===== src/design/pll_angle_speed_tracker_macros.svh =====
// Assertion helpers used by the tracker control module.
// Both expect i_clk and i_rst_n in the scope where they are used.
`ifndef PLL_ANGLE_SPEED_TRACKER_MACROS_SVH
`define PLL_ANGLE_SPEED_TRACKER_MACROS_SVH

// Same-cycle implication, checked outside reset.
`define PLLTRK_ASSERT_NOW(label, ante, cons, msg) \
    label: assert property (@(posedge i_clk) disable iff (!i_rst_n) (ante) |-> (cons)) \
        else $error(msg);

// Next-cycle implication, checked outside reset.
`define PLLTRK_ASSERT_NEXT(label, ante, cons, msg) \
    label: assert property (@(posedge i_clk) disable iff (!i_rst_n) (ante) |=> (cons)) \
        else $error(msg);

`endif


===== src/design/plltrk_pkg.sv =====
package plltrk_pkg;

    // angle resolution of the measured and reported angle
    localparam int ANGLE_BITS = 16;

    localparam int ACC_W   = 32;              // angle accumulator, Q0.32 turns
    localparam int SPEED_W = 48;              // speed accumulator, Q16.32 turns/s
    localparam int REG_W   = 32;              // configuration register width
    localparam int OUT_W   = 32;              // speed outputs, Q24.8
    localparam int PROD_W  = 2 * REG_W;       // one multiplier product
    localparam int RAD_W   = 27;              // rad/s magnitude never exceeds this
    localparam int RPM_W   = 29;              // rpm magnitude never exceeds this

    localparam int IN_TDATA_W  = ((ANGLE_BITS + 7) / 8) * 8;
    localparam int OUT_TDATA_W = ((2 * OUT_W + ANGLE_BITS + 7) / 8) * 8;

    // 2*pi in Q4.28
    localparam logic [REG_W-1:0] TWO_PI_Q28 = 32'd1686629713;

    // configuration register indexes
    localparam int CFG_IDX_W = 2;
    localparam logic [CFG_IDX_W-1:0] CFG_GAIN_PROP     = 2'd0;
    localparam logic [CFG_IDX_W-1:0] CFG_GAIN_INTEGRAL = 2'd1;
    localparam logic [CFG_IDX_W-1:0] CFG_SAMPLE_PERIOD = 2'd2;

    localparam logic [REG_W-1:0] GAIN_PROP_RST     = 32'd0;
    localparam logic [REG_W-1:0] GAIN_INTEGRAL_RST = 32'd0;
    localparam logic [REG_W-1:0] SAMPLE_PERIOD_RST = 32'd1;

    // multiplier operand selection
    localparam int MUL_SEL_W = 2;
    localparam logic [MUL_SEL_W-1:0] MUL_GAIN  = 2'd0; // ki*|err|, kp*|err|
    localparam logic [MUL_SEL_W-1:0] MUL_IPATH = 2'd1; // (ki*|err|)*dt, split
    localparam logic [MUL_SEL_W-1:0] MUL_RATE  = 2'd2; // |speed|*2pi, split
    localparam logic [MUL_SEL_W-1:0] MUL_ADV   = 2'd3; // |speed+prop|*dt, split

    typedef struct packed {
        logic                 load_in;
        logic                 err;
        logic                 mul_en;
        logic [MUL_SEL_W-1:0] mul_sel;
        logic                 pmag;
        logic                 isum;
        logic                 speed;
        logic                 total;
        logic                 tabs;
        logic                 rad;
        logic                 dsum;
        logic                 commit;
    } t_dp_cmd;

endpackage


===== src/design/plltrk_ctrl.sv =====
`include "pll_angle_speed_tracker_macros.svh"

module plltrk_ctrl (
    input  logic                i_clk,
    input  logic                i_rst_n,
    input  logic                i_s_valid,
    output logic                o_s_ready,
    output logic                o_m_valid,
    input  logic                i_m_ready,
    output plltrk_pkg::t_dp_cmd o_cmd
);

    localparam logic [3:0] ST_IDLE  = 4'd0;
    localparam logic [3:0] ST_ERR   = 4'd1;
    localparam logic [3:0] ST_GAIN  = 4'd2;
    localparam logic [3:0] ST_IPATH = 4'd3;
    localparam logic [3:0] ST_ISUM  = 4'd4;
    localparam logic [3:0] ST_SPEED = 4'd5;
    localparam logic [3:0] ST_TOTAL = 4'd6;
    localparam logic [3:0] ST_RATE  = 4'd7;
    localparam logic [3:0] ST_ADV   = 4'd8;
    localparam logic [3:0] ST_DSUM  = 4'd9;
    localparam logic [3:0] ST_DONE  = 4'd10;

    logic [3:0] r_state;
    logic [3:0] n_state;
    logic       r_out_valid;
    logic       n_out_valid;
    logic       w_slot_free;

    assign o_s_ready   = (r_state == ST_IDLE);
    assign o_m_valid   = r_out_valid;
    assign w_slot_free = !r_out_valid || i_m_ready;

    always_comb begin
        n_state = r_state;
        o_cmd   = '0;
        case (r_state)
            ST_IDLE: begin
                if (i_s_valid) begin
                    o_cmd.load_in = 1'b1;
                    n_state       = ST_ERR;
                end
            end
            ST_ERR: begin
                o_cmd.err = 1'b1;
                n_state   = ST_GAIN;
            end
            ST_GAIN: begin
                o_cmd.mul_en  = 1'b1;
                o_cmd.mul_sel = plltrk_pkg::MUL_GAIN;
                n_state       = ST_IPATH;
            end
            ST_IPATH: begin
                o_cmd.mul_en  = 1'b1;
                o_cmd.mul_sel = plltrk_pkg::MUL_IPATH;
                o_cmd.pmag    = 1'b1;
                n_state       = ST_ISUM;
            end
            ST_ISUM: begin
                o_cmd.isum = 1'b1;
                n_state    = ST_SPEED;
            end
            ST_SPEED: begin
                o_cmd.speed = 1'b1;
                n_state     = ST_TOTAL;
            end
            ST_TOTAL: begin
                o_cmd.total = 1'b1;
                n_state     = ST_RATE;
            end
            ST_RATE: begin
                o_cmd.mul_en  = 1'b1;
                o_cmd.mul_sel = plltrk_pkg::MUL_RATE;
                o_cmd.tabs    = 1'b1;
                n_state       = ST_ADV;
            end
            ST_ADV: begin
                o_cmd.mul_en  = 1'b1;
                o_cmd.mul_sel = plltrk_pkg::MUL_ADV;
                o_cmd.rad     = 1'b1;
                n_state       = ST_DSUM;
            end
            ST_DSUM: begin
                o_cmd.dsum = 1'b1;
                n_state    = ST_DONE;
            end
            ST_DONE: begin
                // hold here until the output register can take the result
                if (w_slot_free) begin
                    o_cmd.commit = 1'b1;
                    n_state      = ST_IDLE;
                end
            end
            default: begin
                n_state = ST_IDLE;
            end
        endcase
    end

    always_comb begin
        if (o_cmd.commit) begin
            n_out_valid = 1'b1;
        end else if (i_m_ready) begin
            n_out_valid = 1'b0;
        end else begin
            n_out_valid = r_out_valid;
        end
    end

    always_ff @(posedge i_clk) begin
        if (!i_rst_n) begin
            r_state     <= ST_IDLE;
            r_out_valid <= 1'b0;
        end else begin
            r_state     <= n_state;
            r_out_valid <= n_out_valid;
        end
    end

    `PLLTRK_ASSERT_NEXT(a_accept_starts, i_s_valid && o_s_ready, r_state == ST_ERR,
        "accepted request did not start an update")
    `PLLTRK_ASSERT_NOW(a_commit_slot_free, o_cmd.commit, !r_out_valid || i_m_ready,
        "result committed over an untaken result")
    `PLLTRK_ASSERT_NEXT(a_commit_shows, o_cmd.commit, r_out_valid,
        "committed result not presented")
    `PLLTRK_ASSERT_NOW(a_valid_from_done, $rose(r_out_valid), $past(r_state == ST_DONE),
        "output valid rose outside the final step")

endmodule


===== config.mk =====
export PLATFORM = sky130hd
export DESIGN_NAME = plltrk_ctrl
export DESIGN_NICKNAME = d
export VERILOG_FILES = /design/src/design/plltrk_pkg.sv /design/src/design/plltrk_ctrl.sv
export VERILOG_INCLUDE_DIRS = /design/src /design/src/design
export SDC_FILE = /design/constraint.sdc
export NUM_CORES = 1
export LEC_CHECK = 0
export BUFFER_PORTS_ARGS = -buffer_cell sky130_fd_sc_hd__buf_4
export CORE_UTILIZATION = 30
export CTS_BUF_LIST = sky130_fd_sc_hd__clkbuf_4 sky130_fd_sc_hd__clkbuf_8
export CTS_CLUSTER_DIAMETER = 200
export CTS_CLUSTER_SIZE = 16
export DETAILED_ROUTE_END_ITERATION = 6
export PLACE_DENSITY = 0.62
export SYNTH_ARGS = -nofsm -noshare
export SYNTH_HDL_FRONTEND = slang
export SYNTH_SLANG_ARGS = --single-unit

===== constraint.sdc =====
create_clock -name i_clk -period 1.2 [get_ports i_clk]
set_clock_uncertainty 0.05 [all_clocks]
set_input_delay 0.06 -clock i_clk [delete_from_list [all_inputs] [get_ports i_clk]]
set_output_delay 0.06 -clock i_clk [all_outputs]
set_load 0.01 [all_outputs]

* After elaboration in Yosys (flattened, before gate mapping)
Cells that the tools add are included.
** Storage, ports and cells
- Bits in registers :: 5
- Logic and storage cells :: 37
** Operators by class
- Equality and inequality tests :: 12
- Mux-type cells :: 18
- Reduce and logical (&&, ||, !) cells :: 5
** Operator list (count)
- case mux 4 bit (11 select lines) :: 1
- == test 4 x 3 -> 1 bit (second input constant) :: 4
- 2-to-1 mux 1 bit :: 14
- == test 4 bit (second input constant) :: 3
- case mux 3 bit (4 select lines) :: 1
- == test 4 x 2 -> 1 bit (second input constant) :: 2
- 2-to-1 mux 4 bit :: 2
- == test 4 x 1 -> 1 bit (second input constant) :: 1
- logical NOT 4 bit :: 1
- inequality test 2 bit (second input constant) :: 2
- AND reduction 2 bit :: 1
- nonzero test 2 bit :: 1
- logical NOT 1 bit :: 1
- logical OR 1 bit :: 1

* Logic depth before layout (Yosys ltp)
- Depth in word-level cells :: 5
- Depth in mapped cells :: 5
- Mapped depth without buffers :: 3

* Least setup slack after synthesis
OpenSTA, ideal clock, no wires.
- Kind :: register to register
- Start point :: reg r_state[1]
- End point :: reg r_state[1]
- Arrival time :: 969 ps
- Required time :: 1032 ps
- Slack :: 63 ps
- Stages on the path, launching flop included :: 5
- Clock period less this slack :: 1137 ps
- Cell sequence :: dfxtp_1 -> buf_2 -> nor4_2 -> nand2b_1 -> o2111a_1
** On the way
- Word-level cells in the longest chain between the ends :: 3
** RTL lines
- from (decl) :: line plltrk_ctrl.sv:25 : logic [3:0] r_state;
- from (signal assigned) :: line plltrk_ctrl.sv:116 : r_state <= n_state;
- logical NOT 4 bit *
- via o_s_ready :: line plltrk_ctrl.sv:7 : output logic o_s_ready,
- inequality test 2 bit (no source line)
- AND reduction 2 bit (no source line)
Mark *: on every way through the listed nets, which the timed path passes. The rest lies on a longest branch.
A chain may end at the register's enable or synchronous reset.

==> impl_metrics.yaml <==
grt:
  grt_pass1_wl_um: 1520
  grt.total_usage_pct: 15.6
  grt_overflow: 0
  grt_pass1_vias: 370
  grt_max_degree: 11
  antenna_found_initial: 0
timing:
  hold_viol: 0
  worst_slack_ns: -0.176
  fin_crit_sh_pct: 115
  rsz0062_at_grt: "yes"
  max-slew-margin-rel_pct: 83.4
  tightestPinTransition_ns: 0.248
  finalSetupViolations: 11
  slew_viol_final: 0
  fin_crit_ns: 1.38
  clock.fmax_ghz: 0.727
detailed_routing:
  via_per_inst: 5.02
  drtPass1Iterations: 2
  met3_length_um: 55
  ant_nets: 0
  dr_wl_met2_um: 675
  first_iter_violations: 5
  wirelength_um: 1210
  vias: 472
  dr.max_layer_used: "met4"
  wl_per_cell_um: 12.8
  drc_errors: 0
  wl_met1_um: 464
synthesis:
  async_reset_ff_share_pct: 0
  syn_inst: 48
  netlist.top_cell.by_area: "dfxtp_1"
  ys_seq_elements: 5
  ys_types: 28
  synth_flop_cell: "dfxtp_1"
  synthTopCellsByCount: "5 x dfxtp_1, 5 x nand2b_1, 5 x nor2_1"
  avgSynthCellArea_sq_um: 8.39
  yosysWarnings: 0
  synth_nets: 52
  netlist_area_sq_um: 403
  synth_top_area_share_pct: 24.8
  synthTopCellsByArea: "dfxtp_1 25%, nand2b_1 7.8%, buf_4 5.6%"
  seq_area_frac_synth_pct: 24.8
  synth_edf_count: 0
layout:
  area_growth_pct: 100
  drive_above_1_share_pct: 76.3
  seq_area_sq_um: 113
  antennaDiodeCount: 0
  fin_nets: 85
  n_fill_cell: 97
  multi_input_area_sq_um: 362
worst_hold_path:
  min_from: "i_rst_n"
  hold_depth: 2
  min_path_type: "in2reg"
  worst_hold_path.endpoint: "r_state[3]$_SDFFE_PN0P_"
worst_setup_path:
  required_ns: 1.09
  critical_path_class: "reg2out"
  r2r_start: "r_state[3]$_SDFFE_PN0P_"
  ff2ff_path_depth: 5
  startpoint_type: "flip-flop"
  reg2reg_slack_ns: 0.02
  crit_fanout: 4
  r2r_end: "r_state[1]$_SDFFE_PN0P_"
  critPathArrivalTime_ns: 1.27
  critPathCaptureType: "output pin"
pwr:
  leakage_uw: 0.000346
  power_density_nw_per_um2: 726
  p_total_uw: 586
  ir_worst_vdd_mv: 0.553
placed_design:
  gp_congestion: 0.694
  portBuffers: 18
  pre_cts_slack_ns: 0.0348
  place_hpwl_um: 698
flow_run:
  drv_cap: 0
status:
  status: "complete, but fails checks"
  violations: "negative setup slack"
cts:
  ctsLongestPathBuffers: 2
  cts_hold_buf: 0
  clock_sinks: 5
  cts_tree: "built"
  root_buffer: "clkbuf_4"
  cts_buffers: 3
  clkTransAtPathRegs_ns: 0.05
  clk-insertion-delay-late_ns: 0.25
  htreeDepth: 1
floorplan:
  rows: 12
  die-area_sq_um: 1490
  fp.coreArea_sq_um: 1170
  die_x_um: 38.6
  boundaryPins: 19
  die_y_um: 38.6
  start_util_pct: 34.4
-- power by group --
group	internal [uW]	total [uW]	switching (uW)	leakage, uW
Combinational	98.3	172	73.7	0.000285
Clock	149	230	80.7	0.0000184
Sequential	170	184	14.2	0.0000433
Total	417	586	169	0.000346
-- flip-flops by register name (all words and copies together), names as in the netlist --
signal,flops
o_m_valid,1
r_state,4
-- layout by cell type (no fill, tap or decap), types with 2 or more instances in the layout --
cell      synthesis  layout
o21ai_2           2       2
buf_6             1       9
nor2_4            0       2
buf_4             3      24
nand2b_4          0       3
nor2_1            5       3
a21boi_0          2       2
clkbuf_4          0       4
nand2b_1          5       2
nor3_4            0       2
o21ai_1           1       2
dfxtp_4           0       3
and2_1            2       2
-- timing repair --
action / in CTS / in global routing
gates resized for setup: 17 / 21
buffers inserted: 2 / 7
endpoints found under the hold margin: 0 / 0
setup endpoints to repair: 14 / 15
pin swaps: 7 / 6
cloned: 0 / 0
-- metrics by stage --
step	area (sq um)	hold slack (ns)	utilization, %	setup TNS (ns)	std cells
final	807	0.0269	68.9	-0.968	94
after global routing	807	0.0321	68.9	-1.63	94
after CTS	673	0.0161	57.5	-1.18	88
after detailed placement	569	0.276	48.6	0	82
after global placement	569	0.275	48.6	0	82
after floorplan	403	0.138	-	0	48
-- critical path: stages, from the launching register on --
cell and delay, ns:
dfxtp_2 0.33, nand2b_4 0.14, or3_4 0.36, o21ai_2 0.07, buf_4 0.13
-- logic make-up (layout without fill, tap and decap cells) --
| kind of cell | after synthesis | after routing | synth area share [%] |
|---|---|---|---|
| AOI/OAI and AO/OA | 9 | 9 | 17.4 |
| xor gates and xnor gates | 1 | 1 | 2.17 |
| buffers and inverters | 6 | 38 | 10.6 |
| DFF | 5 | 5 | 24.8 |
| and+or+nand+nor | 27 | 27 | 45.0 |
-- layer usage --
layer  global-route usage, %  up-vias
met2                    28.7       18
met1                    15.1      221
met5                       0        -
met4                    10.3        0
met3                    3.47        2
li1                        -      231
-- cell type report --
cell class              instances  area share [%]
multi-input cells              37            44.8
clock buffers                   4            3.72
repair buffers                 33            34.9
inverters                       1           0.465
flip-flops and latches          5            14.0
well taps                      14            2.17
-- worst max-delay path by stage --
stage | depth (start not counted) | endpoint | start | slack, ns
6_report | 4 | o_cmd[8] | r_state[1]$_SDFFE_PN0P_ | -0.18
5_1_grt | 4 | o_cmd[9] | r_state[1]$_SDFFE_PN0P_ | -0.22
4_1_cts | 4 | o_cmd[12] | r_state[1]$_SDFFE_PN0P_ | -0.18
3_5_place_dp | 4 | o_cmd[12] | r_state[3]$_SDFFE_PN0P_ | 0.03
3_3_place_gp | 4 | o_cmd[12] | r_state[3]$_SDFFE_PN0P_ | 0.06
2_1_floorplan | 4 | r_state[1]$_SDFFE_PN0P_ | r_state[1]$_SDFFE_PN0P_ | 0.06
(Power assumes the default switching activity.)
